`src/hdl/pbp_pkg.sv`:
```
// Shared types and constants for the planar byte packer.
// Register map, configuration record, controller states and command/status bundles.
// No dependencies.
`timescale 1ns / 1ps
`default_nettype none
package pbp_pkg;

    // Frame geometry defaults
    localparam int ROW_BYTES_DEF = 80;

    // Field widths
    localparam int PIX_W  = 8;
    localparam int COL_W  = 11;
    localparam int ROW_W  = 9;
    localparam int ADDR_W = 16;
    localparam int WID_W  = 10;
    localparam int OFFS_W = 19;
    localparam int DATA_W = 32;
    localparam int PADDR_W = 5;

    // Bit patterns of the byte packing
    localparam logic [7:0] MASK_FULL = 8'hff;
    localparam logic [7:0] BIT_MSB   = 8'h80;
    localparam logic [2:0] BIT_LAST  = 3'd7;
    localparam logic [ROW_W-1:0] ROW_MAX = '1;

    // Foreground bit inside a colour byte
    localparam int FG_BIT = 2;

    // Register indexes (byte address is 4 * index)
    typedef enum logic [2:0] {
        REG_LEFT   = 3'd0,
        REG_TOP    = 3'd1,
        REG_WIDTH  = 3'd2,
        REG_HEIGHT = 3'd3,
        REG_OFFSET = 3'd4
    } reg_idx_t;

    typedef struct packed {
        logic [WID_W-1:0]  rect_left;
        logic [ROW_W-1:0]  rect_top;
        logic [WID_W-1:0]  rect_width;
        logic [ROW_W-1:0]  rect_height;
        logic [OFFS_W-1:0] start_offset;
    } cfg_t;

    typedef enum logic [1:0] {
        ST_IDLE,
        ST_DIV,
        ST_RUN
    } state_t;

    // Controller to datapath
    typedef struct packed {
        logic div_start;
        logic load;
        logic step;
    } ctrl_cmd_t;

    // Datapath to controller
    typedef struct packed {
        logic div_done;
        logic out_free;
    } ctrl_stat_t;

endpackage
`default_nettype wire

```
`src/hdl/pixel_to_planar_byte_packer_core.sv`:
```
// Pixel to planar byte packer: top level.
// Uses pbp_pkg, pbp_regs, pbp_div, pbp_dp and pbp_ctrl.
//
// Usage: program the rectangle (left, top, width, height) and the start offset
// over the APB-style port while no transfer is running. Then stream 8-bit
// colour pixels on the s_ channel; bit 2 of each pixel is the foreground bit.
// s_last_pixel marks the final pixel of a transfer. Each m_ request is one
// frame byte write: byte address, bit mask (msb is the leftmost pixel), data
// and a flag that closes the transfer. Pixels on rows below the rectangle
// give no request.
// Timing: the first pixel of a transfer starts a one-bit-per-cycle divide of
// the start offset by the width and is accepted once the result has placed the
// transfer start. Further pixels are accepted one per cycle while the output
// register is free. A write request appears on m_ in the cycle after its pixel.
// Reset: aresetn (synchronous, low) restores register defaults (width 640,
// height 480, others 0) and leaves the block waiting for a new transfer.
// Stall: one output register sits between the channels; while it holds an
// untaken request and m_ready is low, s_ready stays low.
`timescale 1ns / 1ps
`default_nettype none
module pixel_to_planar_byte_packer_core #(
    parameter int ROW_BYTES = pbp_pkg::ROW_BYTES_DEF
) (
    input  wire                          aclk,
    input  wire                          aresetn,
    input  wire                          psel,
    input  wire                          penable,
    input  wire                          pwrite,
    input  wire [pbp_pkg::PADDR_W-1:0]   paddr,
    input  wire [pbp_pkg::DATA_W-1:0]    pwdata,
    output logic [pbp_pkg::DATA_W-1:0]   prdata,
    output logic                         pready,
    input  wire                          s_valid,
    output logic                         s_ready,
    input  wire [pbp_pkg::PIX_W-1:0]     s_pixel,
    input  wire                          s_last_pixel,
    output logic                         m_valid,
    input  wire                          m_ready,
    output logic [pbp_pkg::ADDR_W-1:0]   m_byte_address,
    output logic [7:0]                   m_bit_mask,
    output logic [7:0]                   m_write_data,
    output logic                         m_transfer_end
);
    import pbp_pkg::*;

    cfg_t              cfg;
    logic              cfg_wr;
    ctrl_cmd_t         cmd;
    ctrl_stat_t        stat;
    logic [OFFS_W-1:0] quotient;
    logic [WID_W-1:0]  remainder;
    logic              div_done;
    logic              out_free;
    logic              dropped;

    assign pready        = 1'b1;
    assign stat.div_done = div_done;
    assign stat.out_free = out_free;

    pbp_regs u_regs (
        .aclk    (aclk),
        .aresetn (aresetn),
        .psel    (psel),
        .penable (penable),
        .pwrite  (pwrite),
        .paddr   (paddr),
        .pwdata  (pwdata),
        .prdata  (prdata),
        .cfg     (cfg),
        .cfg_wr  (cfg_wr)
    );

    pbp_div u_div (
        .aclk      (aclk),
        .aresetn   (aresetn),
        .start     (cmd.div_start),
        .dividend  (cfg.start_offset),
        .divisor   (cfg.rect_width),
        .quotient  (quotient),
        .remainder (remainder),
        .done      (div_done)
    );

    pbp_ctrl u_ctrl (
        .aclk         (aclk),
        .aresetn      (aresetn),
        .s_valid      (s_valid),
        .s_last_pixel (s_last_pixel),
        .cfg_wr       (cfg_wr),
        .stat         (stat),
        .cmd          (cmd),
        .s_ready      (s_ready)
    );

    pbp_dp #(
        .ROW_BYTES (ROW_BYTES)
    ) u_dp (
        .aclk           (aclk),
        .aresetn        (aresetn),
        .cfg            (cfg),
        .cmd            (cmd),
        .quotient       (quotient),
        .remainder      (remainder),
        .s_pixel        (s_pixel),
        .s_last_pixel   (s_last_pixel),
        .out_free       (out_free),
        .dropped        (dropped),
        .m_ready        (m_ready),
        .m_valid        (m_valid),
        .m_byte_address (m_byte_address),
        .m_bit_mask     (m_bit_mask),
        .m_write_data   (m_write_data),
        .m_transfer_end (m_transfer_end)
    );

`ifndef ASSERT_OFF
    // The last pixel closes the transfer: no pixel is taken right after it
    a_last_closes: assert property (@(posedge aclk) disable iff (!aresetn)
        s_valid && s_ready && s_last_pixel |=> !s_ready)
        else $error("pixel accepted right after the last pixel");

    // A write always covers at least one pixel
    a_mask_nonzero: assert property (@(posedge aclk) disable iff (!aresetn)
        m_valid |-> m_bit_mask != 8'h00)
        else $error("write request with empty mask");

    // Data bits never stray outside the mask
    a_data_in_mask: assert property (@(posedge aclk) disable iff (!aresetn)
        m_valid |-> (m_write_data & ~m_bit_mask) == 8'h00)
        else $error("write data outside mask");

    // A pixel on a dropped row never produces a write
    a_drop_silent: assert property (@(posedge aclk) disable iff (!aresetn)
        s_valid && s_ready && dropped && !(m_valid && !m_ready) |=> !m_valid)
        else $error("dropped row produced a write");
`endif

endmodule
`default_nettype wire

```
`src/hdl/pbp_regs.sv`:
```
// Configuration register file behind the APB-style port.
// Depends on pbp_pkg for the register map and the configuration record.
`timescale 1ns / 1ps
`default_nettype none
module pbp_regs (
    input  wire                          aclk,
    input  wire                          aresetn,
    input  wire                          psel,
    input  wire                          penable,
    input  wire                          pwrite,
    input  wire [pbp_pkg::PADDR_W-1:0]   paddr,
    input  wire [pbp_pkg::DATA_W-1:0]    pwdata,
    output logic [pbp_pkg::DATA_W-1:0]   prdata,
    output pbp_pkg::cfg_t                cfg,
    output logic                         cfg_wr
);
    import pbp_pkg::*;

    cfg_t     cfg_reg;
    cfg_t     cfg_next;
    reg_idx_t idx;

    assign idx    = reg_idx_t'(paddr[PADDR_W-1:2]);
    assign cfg_wr = psel && penable && pwrite;
    assign cfg    = cfg_reg;

    // Decode the write request
    always_comb begin
        cfg_next = cfg_reg;
        if (cfg_wr) begin
            case (idx)
                REG_LEFT:   cfg_next.rect_left    = pwdata[WID_W-1:0];
                REG_TOP:    cfg_next.rect_top     = pwdata[ROW_W-1:0];
                REG_WIDTH:  cfg_next.rect_width   = pwdata[WID_W-1:0];
                REG_HEIGHT: cfg_next.rect_height  = pwdata[ROW_W-1:0];
                REG_OFFSET: cfg_next.start_offset = pwdata[OFFS_W-1:0];
                default:    cfg_next = cfg_reg;
            endcase
        end
    end

    // Hold the registers
    always_ff @(posedge aclk) begin
        if (!aresetn) begin
            cfg_reg.rect_left    <= '0;
            cfg_reg.rect_top     <= '0;
            cfg_reg.rect_width   <= WID_W'(640);
            cfg_reg.rect_height  <= ROW_W'(480);
            cfg_reg.start_offset <= '0;
        end else begin
            cfg_reg <= cfg_next;
        end
    end

    // Read back
    always_comb begin
        case (idx)
            REG_LEFT:   prdata = DATA_W'(cfg_reg.rect_left);
            REG_TOP:    prdata = DATA_W'(cfg_reg.rect_top);
            REG_WIDTH:  prdata = DATA_W'(cfg_reg.rect_width);
            REG_HEIGHT: prdata = DATA_W'(cfg_reg.rect_height);
            REG_OFFSET: prdata = DATA_W'(cfg_reg.start_offset);
            default:    prdata = '0;
        endcase
    end

endmodule
`default_nettype wire

```
`src/hdl/pbp_div.sv`:
```
// Restoring divider, one quotient bit per cycle: start offset over rectangle width.
// Depends on pbp_pkg for operand widths.
`timescale 1ns / 1ps
`default_nettype none
module pbp_div (
    input  wire                         aclk,
    input  wire                         aresetn,
    input  wire                         start,
    input  wire [pbp_pkg::OFFS_W-1:0]   dividend,
    input  wire [pbp_pkg::WID_W-1:0]    divisor,
    output logic [pbp_pkg::OFFS_W-1:0]  quotient,
    output logic [pbp_pkg::WID_W-1:0]   remainder,
    output logic                        done
);
    import pbp_pkg::*;

    localparam int CNT_W = $clog2(OFFS_W + 1);

    logic [OFFS_W-1:0] quo_reg, quo_next;
    logic [WID_W-1:0]  rem_reg, rem_next;
    logic [WID_W-1:0]  dvs_reg, dvs_next;
    logic [CNT_W-1:0]  cnt_reg, cnt_next;
    logic              busy_reg, busy_next;
    logic              done_reg, done_next;
    logic [WID_W:0]    trial;
    logic              fits;

    // Shift in the next dividend bit and try the subtraction
    assign trial = {rem_reg, quo_reg[OFFS_W-1]};
    assign fits  = trial >= {1'b0, dvs_reg};

    always_comb begin
        quo_next  = quo_reg;
        rem_next  = rem_reg;
        dvs_next  = dvs_reg;
        cnt_next  = cnt_reg;
        busy_next = busy_reg;
        done_next = 1'b0;
        if (start) begin
            quo_next  = dividend;
            rem_next  = '0;
            dvs_next  = (divisor == '0) ? WID_W'(1) : divisor;
            cnt_next  = CNT_W'(OFFS_W);
            busy_next = 1'b1;
        end else if (busy_reg) begin
            quo_next = {quo_reg[OFFS_W-2:0], fits};
            rem_next = fits ? WID_W'(trial - {1'b0, dvs_reg}) : trial[WID_W-1:0];
            cnt_next = cnt_reg - CNT_W'(1);
            if (cnt_reg == CNT_W'(1)) begin
                busy_next = 1'b0;
                done_next = 1'b1;
            end
        end
    end

    always_ff @(posedge aclk) begin
        if (!aresetn) begin
            busy_reg <= 1'b0;
            done_reg <= 1'b0;
            cnt_reg  <= '0;
        end else begin
            busy_reg <= busy_next;
            done_reg <= done_next;
            cnt_reg  <= cnt_next;
        end
        quo_reg <= quo_next;
        rem_reg <= rem_next;
        dvs_reg <= dvs_next;
    end

    assign quotient  = quo_reg;
    assign remainder = rem_reg;
    assign done      = done_reg;

endmodule
`default_nettype wire

```
`src/hdl/pbp_dp.sv`:
```
// Datapath: row/column tracking, bit gathering and the output register.
// Depends on pbp_pkg; driven by the pbp_ctrl command bundle.
`timescale 1ns / 1ps
`default_nettype none
module pbp_dp #(
    parameter int ROW_BYTES = pbp_pkg::ROW_BYTES_DEF
) (
    input  wire                          aclk,
    input  wire                          aresetn,
    input  pbp_pkg::cfg_t                cfg,
    input  pbp_pkg::ctrl_cmd_t           cmd,
    input  wire [pbp_pkg::OFFS_W-1:0]    quotient,
    input  wire [pbp_pkg::WID_W-1:0]     remainder,
    input  wire [pbp_pkg::PIX_W-1:0]     s_pixel,
    input  wire                          s_last_pixel,
    output logic                         out_free,
    output logic                         dropped,
    input  wire                          m_ready,
    output logic                         m_valid,
    output logic [pbp_pkg::ADDR_W-1:0]   m_byte_address,
    output logic [7:0]                   m_bit_mask,
    output logic [7:0]                   m_write_data,
    output logic                         m_transfer_end
);
    import pbp_pkg::*;

    localparam logic [ADDR_W-1:0] RowStep = ADDR_W'(ROW_BYTES);

    logic [COL_W-1:0]  column_reg, column_next;
    logic [ROW_W-1:0]  row_reg, row_next;
    logic [ADDR_W-1:0] line_base_reg, line_base_next;
    logic [2:0]        bit_pos_reg, bit_pos_next;
    logic [7:0]        pend_mask_reg, pend_mask_next;
    logic [7:0]        pend_bits_reg, pend_bits_next;
    logic              m_valid_reg, m_valid_next;
    logic [ADDR_W-1:0] m_addr_reg, m_addr_next;
    logic [7:0]        m_mask_reg, m_mask_next;
    logic [7:0]        m_data_reg, m_data_next;
    logic              m_end_reg, m_end_next;

    logic [WID_W-1:0]  eff_width;
    logic [COL_W-1:0]  right_col;
    logic [COL_W-1:0]  left_col;
    logic [WID_W:0]    bottom_lim;
    logic [OFFS_W:0]   row_sum;
    logic [ROW_W-1:0]  start_row;
    logic [COL_W-1:0]  start_col;
    logic [7:0]        bits_new;
    logic [7:0]        tail_mask;
    logic              edge_hit;
    logic              row_sat;
    logic [ADDR_W-1:0] cur_addr;

    // Rectangle edges, taken live from the registers
    assign eff_width  = (cfg.rect_width == '0) ? WID_W'(1) : cfg.rect_width;
    assign left_col   = COL_W'(cfg.rect_left);
    assign right_col  = left_col + COL_W'(eff_width) - COL_W'(1);
    assign bottom_lim = (WID_W+1)'(cfg.rect_top) + (WID_W+1)'(cfg.rect_height);
    assign dropped    = (WID_W+1)'(row_reg) >= bottom_lim;

    // Start position from the division result
    assign row_sum   = (OFFS_W+1)'(quotient) + (OFFS_W+1)'(cfg.rect_top);
    assign start_row = (row_sum > (OFFS_W+1)'(ROW_MAX)) ? ROW_MAX : row_sum[ROW_W-1:0];
    assign start_col = COL_W'(remainder) + left_col;

    // Gather the pixel bit and build the partial-byte mask
    assign bits_new  = pend_bits_reg | (s_pixel[FG_BIT] ? (BIT_MSB >> bit_pos_reg) : 8'h00);
    assign tail_mask = MASK_FULL << (BIT_LAST - bit_pos_reg);
    assign edge_hit  = s_last_pixel || (column_reg >= right_col);
    assign row_sat   = (row_reg == ROW_MAX);
    assign cur_addr  = line_base_reg + ADDR_W'(column_reg[COL_W-1:3]);

    assign out_free = !m_valid_reg || m_ready;

    always_comb begin
        column_next    = column_reg;
        row_next       = row_reg;
        line_base_next = line_base_reg;
        bit_pos_next   = bit_pos_reg;
        pend_mask_next = pend_mask_reg;
        pend_bits_next = pend_bits_reg;
        m_valid_next   = m_valid_reg && !m_ready;
        m_addr_next    = m_addr_reg;
        m_mask_next    = m_mask_reg;
        m_data_next    = m_data_reg;
        m_end_next     = m_end_reg;
        if (cmd.load) begin
            // Place the transfer start
            row_next       = start_row;
            line_base_next = ADDR_W'(ADDR_W'(start_row) * RowStep);
            column_next    = start_col;
            bit_pos_next   = start_col[2:0];
            pend_mask_next = MASK_FULL >> start_col[2:0];
            pend_bits_next = '0;
        end else if (cmd.step && !dropped) begin
            if (edge_hit) begin
                // Flush the partial byte and move to the next row
                m_valid_next   = 1'b1;
                m_addr_next    = cur_addr;
                m_mask_next    = pend_mask_reg & tail_mask;
                m_data_next    = bits_new & pend_mask_reg & tail_mask;
                m_end_next     = s_last_pixel;
                row_next       = row_sat ? row_reg : row_reg + ROW_W'(1);
                line_base_next = row_sat ? line_base_reg : line_base_reg + RowStep;
                column_next    = left_col;
                bit_pos_next   = left_col[2:0];
                pend_mask_next = MASK_FULL >> left_col[2:0];
                pend_bits_next = '0;
            end else if (bit_pos_reg == BIT_LAST) begin
                // Byte full: write it out
                m_valid_next   = 1'b1;
                m_addr_next    = cur_addr;
                m_mask_next    = pend_mask_reg;
                m_data_next    = bits_new & pend_mask_reg;
                m_end_next     = 1'b0;
                column_next    = column_reg + COL_W'(1);
                bit_pos_next   = '0;
                pend_mask_next = MASK_FULL;
                pend_bits_next = '0;
            end else begin
                // Advance within the byte
                column_next    = column_reg + COL_W'(1);
                bit_pos_next   = bit_pos_reg + 3'd1;
                pend_bits_next = bits_new;
            end
        end
    end

    always_ff @(posedge aclk) begin
        if (!aresetn) begin
            column_reg    <= '0;
            row_reg       <= '0;
            line_base_reg <= '0;
            bit_pos_reg   <= '0;
            pend_mask_reg <= MASK_FULL;
            pend_bits_reg <= '0;
            m_valid_reg   <= 1'b0;
        end else begin
            column_reg    <= column_next;
            row_reg       <= row_next;
            line_base_reg <= line_base_next;
            bit_pos_reg   <= bit_pos_next;
            pend_mask_reg <= pend_mask_next;
            pend_bits_reg <= pend_bits_next;
            m_valid_reg   <= m_valid_next;
        end
        m_addr_reg <= m_addr_next;
        m_mask_reg <= m_mask_next;
        m_data_reg <= m_data_next;
        m_end_reg  <= m_end_next;
    end

    assign m_valid        = m_valid_reg;
    assign m_byte_address = m_addr_reg;
    assign m_bit_mask     = m_mask_reg;
    assign m_write_data   = m_data_reg;
    assign m_transfer_end = m_end_reg;

endmodule
`default_nettype wire

```
`src/hdl/pbp_ctrl.sv`:
```
// Transfer controller: idle, start division, then stream pixels.
// Depends on pbp_pkg for the state type and command/status bundles.
`timescale 1ns / 1ps
`default_nettype none
module pbp_ctrl (
    input  wire                   aclk,
    input  wire                   aresetn,
    input  wire                   s_valid,
    input  wire                   s_last_pixel,
    input  wire                   cfg_wr,
    input  pbp_pkg::ctrl_stat_t   stat,
    output pbp_pkg::ctrl_cmd_t    cmd,
    output logic                  s_ready
);
    import pbp_pkg::*;

    state_t state_reg, state_next;
    logic   accept;

    assign accept = s_valid && s_ready;

    // Next state
    always_comb begin
        state_next = state_reg;
        case (state_reg)
            ST_IDLE: begin
                if (s_valid && !cfg_wr) state_next = ST_DIV;
            end
            ST_DIV: begin
                // A register write restarts the division with fresh operands
                if (cfg_wr)             state_next = ST_IDLE;
                else if (stat.div_done) state_next = ST_RUN;
            end
            ST_RUN: begin
                if (accept && s_last_pixel) state_next = ST_IDLE;
            end
            default: state_next = ST_IDLE;
        endcase
    end

    // Commands
    always_comb begin
        cmd     = '0;
        s_ready = 1'b0;
        case (state_reg)
            ST_IDLE: begin
                cmd.div_start = s_valid && !cfg_wr;
            end
            ST_DIV: begin
                cmd.load = stat.div_done && !cfg_wr;
            end
            ST_RUN: begin
                s_ready  = stat.out_free;
                cmd.step = s_valid && stat.out_free;
            end
            default: begin
                cmd     = '0;
                s_ready = 1'b0;
            end
        endcase
    end

    always_ff @(posedge aclk) begin
        if (!aresetn) begin
            state_reg <= ST_IDLE;
        end else begin
            state_reg <= state_next;
        end
    end

endmodule
`default_nettype wire

```
`config.mk`:
```
export PLATFORM = sky130hd
export DESIGN_NAME = pixel_to_planar_byte_packer_core
export DESIGN_NICKNAME = d
export VERILOG_FILES = /design/src/hdl/pbp_pkg.sv /design/src/hdl/pixel_to_planar_byte_packer_core.sv /design/src/hdl/pbp_regs.sv /design/src/hdl/pbp_div.sv /design/src/hdl/pbp_dp.sv /design/src/hdl/pbp_ctrl.sv
export SDC_FILE = /design/constraint.sdc
export NUM_CORES = 1
export LEC_CHECK = 0
export ABC_CLOCK_PERIOD_IN_PS = 11600
export BUFFER_PORTS_ARGS = -buffer_cell sky130_fd_sc_hd__buf_2
export CELL_PAD_IN_SITES_DETAIL_PLACEMENT = 1
export CELL_PAD_IN_SITES_GLOBAL_PLACEMENT = 2
export CORE_ASPECT_RATIO = 1.1
export CORE_MARGIN = 3
export CORE_UTILIZATION = 40
export CTS_CLUSTER_DIAMETER = 200
export DETAILED_ROUTE_END_ITERATION = 8
export GPL_TIMING_DRIVEN = 0
export PLACE_DENSITY = 0.95
export SLEW_MARGIN = 20
export SYNTH_ARGS = -nofsm -noshare
export SYNTH_HDL_FRONTEND = slang
export SYNTH_SLANG_ARGS = --single-unit
```
`constraint.sdc`:
```
create_clock -name aclk -period 11.6 [get_ports aclk]
set_clock_uncertainty 0.1 [all_clocks]
set_input_delay 1.16 -clock aclk [delete_from_list [all_inputs] [get_ports aclk]]
set_output_delay 1.16 -clock aclk [all_outputs]
set_load 0.02 [all_outputs]
```
* Word level (Yosys, flattened, before mapping)
Index checks and enable logic that the tools add are counted.
** Operators by class
- Equal/unequal tests :: 13
- Shifts and indexed selects :: 4
- $add $sub $neg :: 13
- Multipliers :: 1
- Reductions and logical operators :: 36
- Bitwise operators :: 8
- Mux-type cells :: 55
- Magnitude comparators :: 4
** Operator list (count)
- $mux 16 :: 6
- $pmux 19 s5 :: 1
- $mux 8 :: 11
- $mux 9 :: 5
- $mux 19 :: 2
- $mux 11 :: 3
- $and 8x8->8 :: 3
- $shr 8x3->8 const A :: 3
- $add 10x10->11 :: 2
- $add 19x9->20 :: 1
- $gt 20x9->1 const B :: 1
- $mux 10 :: 2
- $add 16x7->16 const B :: 1
- $add 16x8->16 :: 1
- $mux 1 :: 14
- $mul 9x3->12 const B :: 1
- $mux 3 :: 4
- $reduce_and 2->1 :: 6
- $reduce_and 3->1 :: 4
- $add 11x1->11 const B :: 1
- $ge 11x10->1 :: 1
- $ge 11x11->1 :: 1
- $ge 9x11->1 :: 1
- $sub 11x1->11 const B :: 1
- other kinds (32) :: 58
** Word-level totals
- Input port bits :: 53
- Register bits :: 194

* Logic depth before layout (Yosys ltp)
- Word-level depth :: 9
- Gate-level depth with buffers :: 24
- Depth with buffers taken out :: 23

* Modules after synthesis
A second synthesis with hierarchy kept.
** Unflattened totals
- Cells, all modules :: 1338
- Area total of the unflattened synthesis :: 12300.5 um^2
** By module, submodules not included
- pbp_dp :: sequential area each 2011.9 um^2, cells an instance 821, times used 1, area an instance 7049.3 um^2
- pbp_regs :: sequential area each 1141.1 um^2, cells an instance 290, times used 1, area an instance 2723.9 um^2
- pbp_div :: sequential area each 1211.2 um^2, cells an instance 212, times used 1, area an instance 2394.8 um^2
- pbp_ctrl :: sequential area each 40.0 um^2, cells an instance 13, times used 1, area an instance 121.4 um^2
- pixel_to_planar_byte_packer_core :: sequential area each 0.0 um^2, cells an instance 2, times used 1, area an instance 11.3 um^2

* Worst setup path after synthesis
Ideal clock, no wire load.
- Kind :: flip-flop to flip-flop
- From :: reg u_regs.cfg_reg (netlist bit u_regs.cfg[29])
- To :: reg u_dp.pend_mask_reg[2]
- Path slack :: 6.443 ns
- Setup time :: 0.120 ns
- Period minus slack after synthesis :: 5.157 ns
- Stages on the path, launching flop included :: 22
- Data arrival time :: 4.937 ns
- Path buffers :: 1
- Cell sequence :: dfxtp_1 nor3_1 a41oi_1 ha_1 inv_1 ha_1 fa_1 a21oi_1 nor2_1 nor2_1 o21bai_1 a21oi_1 xnor2_1 ha_1 nand2_1 o21bai_1 a211oi_1 o41ai_4 a21oi_2 nor2_1 buf_2 a211o_1
** Between the ends
- Word-level cells in the longest chain between the ends :: 9
** RTL lines
- start, declared :: RTL line pbp_regs.sv:19 : cfg_t cfg_reg;
- start signal, assigned :: RTL line pbp_regs.sv:51 : cfg_reg <= cfg_next;
- $logic_not 10->1 :: RTL line pbp_dp.sv:55 : assign eff_width = (cfg.rect_width == '0) ? WID_W'(1) : cfg.rect_width;
- $mux 10 (*) :: RTL line pbp_dp.sv:55
- $add 10x10->11 (*) :: RTL line pbp_dp.sv:57 : assign right_col = left_col + COL_W'(eff_width) - COL_W'(1);
- $sub 11x1->11 (*) :: RTL line pbp_dp.sv:57
- $ge 11x11->1 (*) :: RTL line pbp_dp.sv:69 : assign edge_hit = s_last_pixel || (column_reg >= right_col);
- $logic_or 1x1->1 (*) :: RTL line pbp_dp.sv:69
- $mux 8 :: RTL line pbp_dp.sv:96 : if (edge_hit) begin
- $mux 8 :: RTL line pbp_dp.sv:95 : end else if (cmd.step && !dropped) begin
- $mux 8 :: RTL line pbp_dp.sv:87 : if (cmd.load) begin
- end signal, assigned :: RTL line pbp_dp.sv:143 : pend_mask_reg <= pend_mask_next;
- end, declared :: RTL line pbp_dp.sv:33 : logic [7:0] pend_mask_reg, pend_mask_next;
Every way passes the cells marked *; elsewhere a longest branch is shown, timed or not. The select of a mux whose other input is x is not followed.
A chain may end at the register's enable or synchronous reset.

* Worst setup path after layout
- From :: reg u_regs.cfg_reg (netlist bit u_regs.cfg[49])
- To :: reg u_dp.pend_bits_reg[7]
** Between the ends
- Word-level cells in the longest chain between the ends :: 5
** RTL lines
- $add 10x10->11 :: RTL line pbp_dp.sv:57
- $sub 11x1->11 :: RTL line pbp_dp.sv:57
- $ge 11x11->1 :: RTL line pbp_dp.sv:69
- $logic_or 1x1->1 :: RTL line pbp_dp.sv:69
- $mux 8 :: RTL line pbp_dp.sv:96
- end signal, assigned :: RTL line pbp_dp.sv:144 : pend_bits_reg <= pend_bits_next;
- end, declared :: RTL line pbp_dp.sv:34 : logic [7:0] pend_bits_reg, pend_bits_next;
No other way between the ends.

==> summary.md <==
| Metric | Value |
|---|---|
| Die W | `between 150 and 200 µm` |
| Hold-fix buffers, CTS | `0` |
| Share of layout cells above drive strength 1 | `10.04%` |
| I/O Buffers | `between 80 and 90` |
| Synth warn | `0` |
| R2r endpoint | `u_dp.pend_bits_reg[7]` |
| Total power | `1.586 mW` |
| Post-layout nets | `between 1,500 and 2,000` |
| FILL cells | `3,437` |
| Slew of the pin with the lowest slew margin | `between 1000 and 1500 ps` |
| Sequential fraction of the synthesis area | `between 30% and 40%` |
| Hold Startpoint | `u_dp.pend_mask_reg[7]` |
| Congestion Overflow GR | `0` |
| Setup Fix Bufs, Post-CTS | `0` |
| Fin area | `roughly 0.013 mm²` |
| Unrepaired setup endpoints after global routing | `no` |
| Most frequent cell after synthesis | `nand2_1` |
| Row count | `65` |
| Drt pass-1 iters | `5` |
| Resized Gates After CTS | `0` |
| Post-synthesis async set-or-reset flop share | `0%` |
| Fin. max-slew vios | `0` |
| Initial antenna violation count | `0` |
| Hold Path Depth | `0` |
| F_max | `roughly 170 MHz` |
| Final period utilization | `50.07%` |
| DRC errors left | `0` |
| Crit-path cells | `inv_1, ha_1, inv_1, ha_1, a21o_1, a21oi_1, o21bai_1, a21oi_1, o21ai_0, a21o_1, a21oi_1, xor2_1, ha_1, or2_2, o41ai_4, a21oi_4, nor2_1, buf_2, nand2_2, nor2_1` |
| Synth cell types | `75` |
| Post-route ant nets | `0` |
| Top cells by area, synth | `dfxtp_1, edfxtp_1, ha_1` |
| Syn Std Cell Area | `0.01192 mm²` |
| Clock latency on the worst-skew pair | `approximately 440 ps` |
| Clk pwr share | `between 30% and 40%` |
| Mapped Cells | `roughly 1,400` |
| Initial DRC count | `532` |
| CP Capture Type | `flop` |
| WS Path Type | `flop to flop` |
| Worst min path class | `flop to flop` |
| Worst-path clk slew | `~80 ps` |
| CP max stage delay | `approximately 930 ps` |
| Total wire length | `about 36,000 µm` |
| Ys flop type | `dfxtp_1` |
| Switching share of total power | `29.19%` |
| Area after DPL | `0.01287 mm²` |
| P_int | `1.123 mW` |
| Initial Util | `41.07%` |
| # setup viols final | `0` |
| Gpl congestion | `a little under 0.9` |
| CTS tree | `done` |
| Post-Syn Area per Cell | `8.787 µm²` |
| Worst-path maximum fanout | `16` |
| Number of global-route vias before repair | `10,720` |
| Largest register FFs | `between 50 and 60` |
| Tmin final | `between 5000 and 6000 ps` |
| IO Pins | `121` |
| Full die area | `0.03192 mm²` |
| Synth top area share | `a little over a fifth` |
| Reg2reg path depth | `20` |
| First-pass GRT wire length | `58,440 µm` |
| DR vias | `around 10,000` |
| Post-synth top area cell | `dfxtp_1` |
| Synth top cells by count | `nand2_1, dfxtp_1, a21oi_1, nor2_1, ha_1` |
| Yosys reg bits | `189` |
| Die H | `187.1 µm` |
| CTS Buffer Depth | `2` |
| Largest net degree at the start of global routing | `25` |
| Root Driver | `clkbuf_16` |
| Net Switching | `0.4628 mW` |
| CP max stage cell | `o41ai_4` |
| R2R Setup Slk | `between 5000 and 6000 ps` |
| Total track usage | `22.98%` |
| Via density | `roughly 5.6` |
| Relative slew slack | `31.89%` |
| Ant. Diodes | `0` |
| Critical path arrival | `slightly above 6000 ps` |
| Total clock sinks | `189` |
| Status | `finished, final reports clean` |
| Detailed placement HPWL | `28,120 µm` |
| CORE AREA | `0.02903 mm²` |
| Worst vdd ir | `0.07748 mV` |
| Required @ worst endpoint | `about 12,000 ps` |
| Sequential fraction of design power | `between 40 and 50%` |
| Min Hold Slack | `~370 ps` |
| Hold Fails Final Rpt | `0` |
| Max cap viols | `0` |
| H-tree depth | `4` |
| TritonCTS Buffers | `17` |
| Pwr dens | `117.8 mW/mm²` |
| P&R area growth vs syn | `12.90%` |
| Setup tns final | `0 ps` |
| Number of synthesized flops with an enable pin | `62` |
| Static Leakage | `approximately 5.8 nW` |
| Routed len/inst | `19.70 µm` |
| CP Launch Type | `flop` |
| Gate power share | `about 15%` |
| Worst reg2reg startpoint | `u_regs.cfg[49]` |
| WHS Endpoint | `u_dp.m_bit_mask[7]` |
[metal layers]
layer  global-route usage, %  up-vias  part of all wire [%]
li1                        -     4974                     -
met1                   29.49     5090                    44
met2                   39.51      260                    49
met3                   3.255       54                   4.3
met4                   7.615        0                   2.5
met5                       0        -                     0
[cells by family after synthesis]
kind of cell / count (synthesis) / synth area share (%)
flops: 189 / 36.94
simple gates: 426 / 17.06
mux: 58 / 4.900
fa+ha+maj: 110 / 11.98
xor+xnor: 79 / 5.803
buf+inv: 172 / 5.981
compound gates: 321 / 17.27
other cells: 2 / 0.06298
[worst max path at each step]
stage	from	end	slack, ps	cells past startpoint
finish	u_regs.cfg[49]	u_dp.pend_bits_reg[7]	5790	20
global route	u_regs.cfg[31]	u_dp.pend_mask_reg[7]	5400	22
CTS	u_regs.cfg[31]	u_dp.pend_bits_reg[7]	5740	22
detailed placement	u_regs.cfg[31]	u_dp.pend_mask_reg[7]	5760	22
global placement	u_regs.cfg[34]	u_dp.pend_mask_reg[4]	4920	22
floorplan	u_regs.cfg[29]	u_dp.pend_mask_reg[2]	6440	21
[layout make-up]
| type | count | area (µm²) | area share [%] |
|---|---|---|---|
| sequential | 189 | 4404 | 32.72 |
| inverter | 91 | 341.6 | 2.537 |
| timing repair buffer | 83 | 437.9 | 3.253 |
| clock inverter | 14 | 156.4 | 1.162 |
| clock buffer | 18 | 429.2 | 3.188 |
| tap | 368 | 460.4 | 3.420 |
| multi-input combinational | 1008 | 6859 | 50.95 |
| buffer | 81 | 372.9 | 2.770 |
[stage by stage]
step / cells / utilization [%] / setup slack [ps]
2_1_floorplan: 1369 / - / 6443
3_3_place_gp: 1819 / 44.22 / 4922
3_5_place_dp: 1820 / 44.34 / 5762
4_1_cts: 1852 / 46.36 / 5742
5_1_grt: 1852 / 46.37 / 5395
6_report: 1852 / 46.37 / 5792
[layout by cell type (no fill, tap or decap), types with 9 or more instances in the layout]
cell and instances:
a211oi_1 14, a21o_1 22, a21oi_1 109, a221oi_1 9
a31oi_1 11, and2_1 20, and3_1 17, buf_2 85
buf_4 15, clkbuf_1 59, clkbuf_16 17, conb_1 14
dfxtp_1 127, edfxtp_1 62, ha_1 103, inv_1 90
mux2i_1 55, nand2_1 159, nand2b_1 12, nand3_1 32
nand4_1 11, nor2_1 108, nor2b_1 20, nor3_1 15
o21a_1 10, o21ai_0 52, o21bai_1 15, o22ai_1 18
xnor2_1 45, xor2_1 34
[power by group through the flow]
| stage | clock network (mW) | logic (mW) | registers, mW |
|---|---|---|---|
| floorplan | 0 | 0.174 | 0.740 |
| global placement | 0 | 0.231 | 0.750 |
| detailed placement | 0 | 0.240 | 0.751 |
| CTS | 0.615 | 0.242 | 0.736 |
| global route | 0.642 | 0.269 | 0.740 |
| finish | 0.607 | 0.242 | 0.736 |
[worst max-delay path, delay by kind of cell (launching register included)]
| kind | cells | cell delay (ps) |
|---|---|---|
| compound gates | 9 | 2650 |
| fa+ha+maj | 3 | 780 |
| simple gates | 4 | 940 |
| buf+inv | 3 | 540 |
| xor+xnor | 1 | 90 |
| flops | 1 | 620 |
Power figures use the tool's default switching activity.
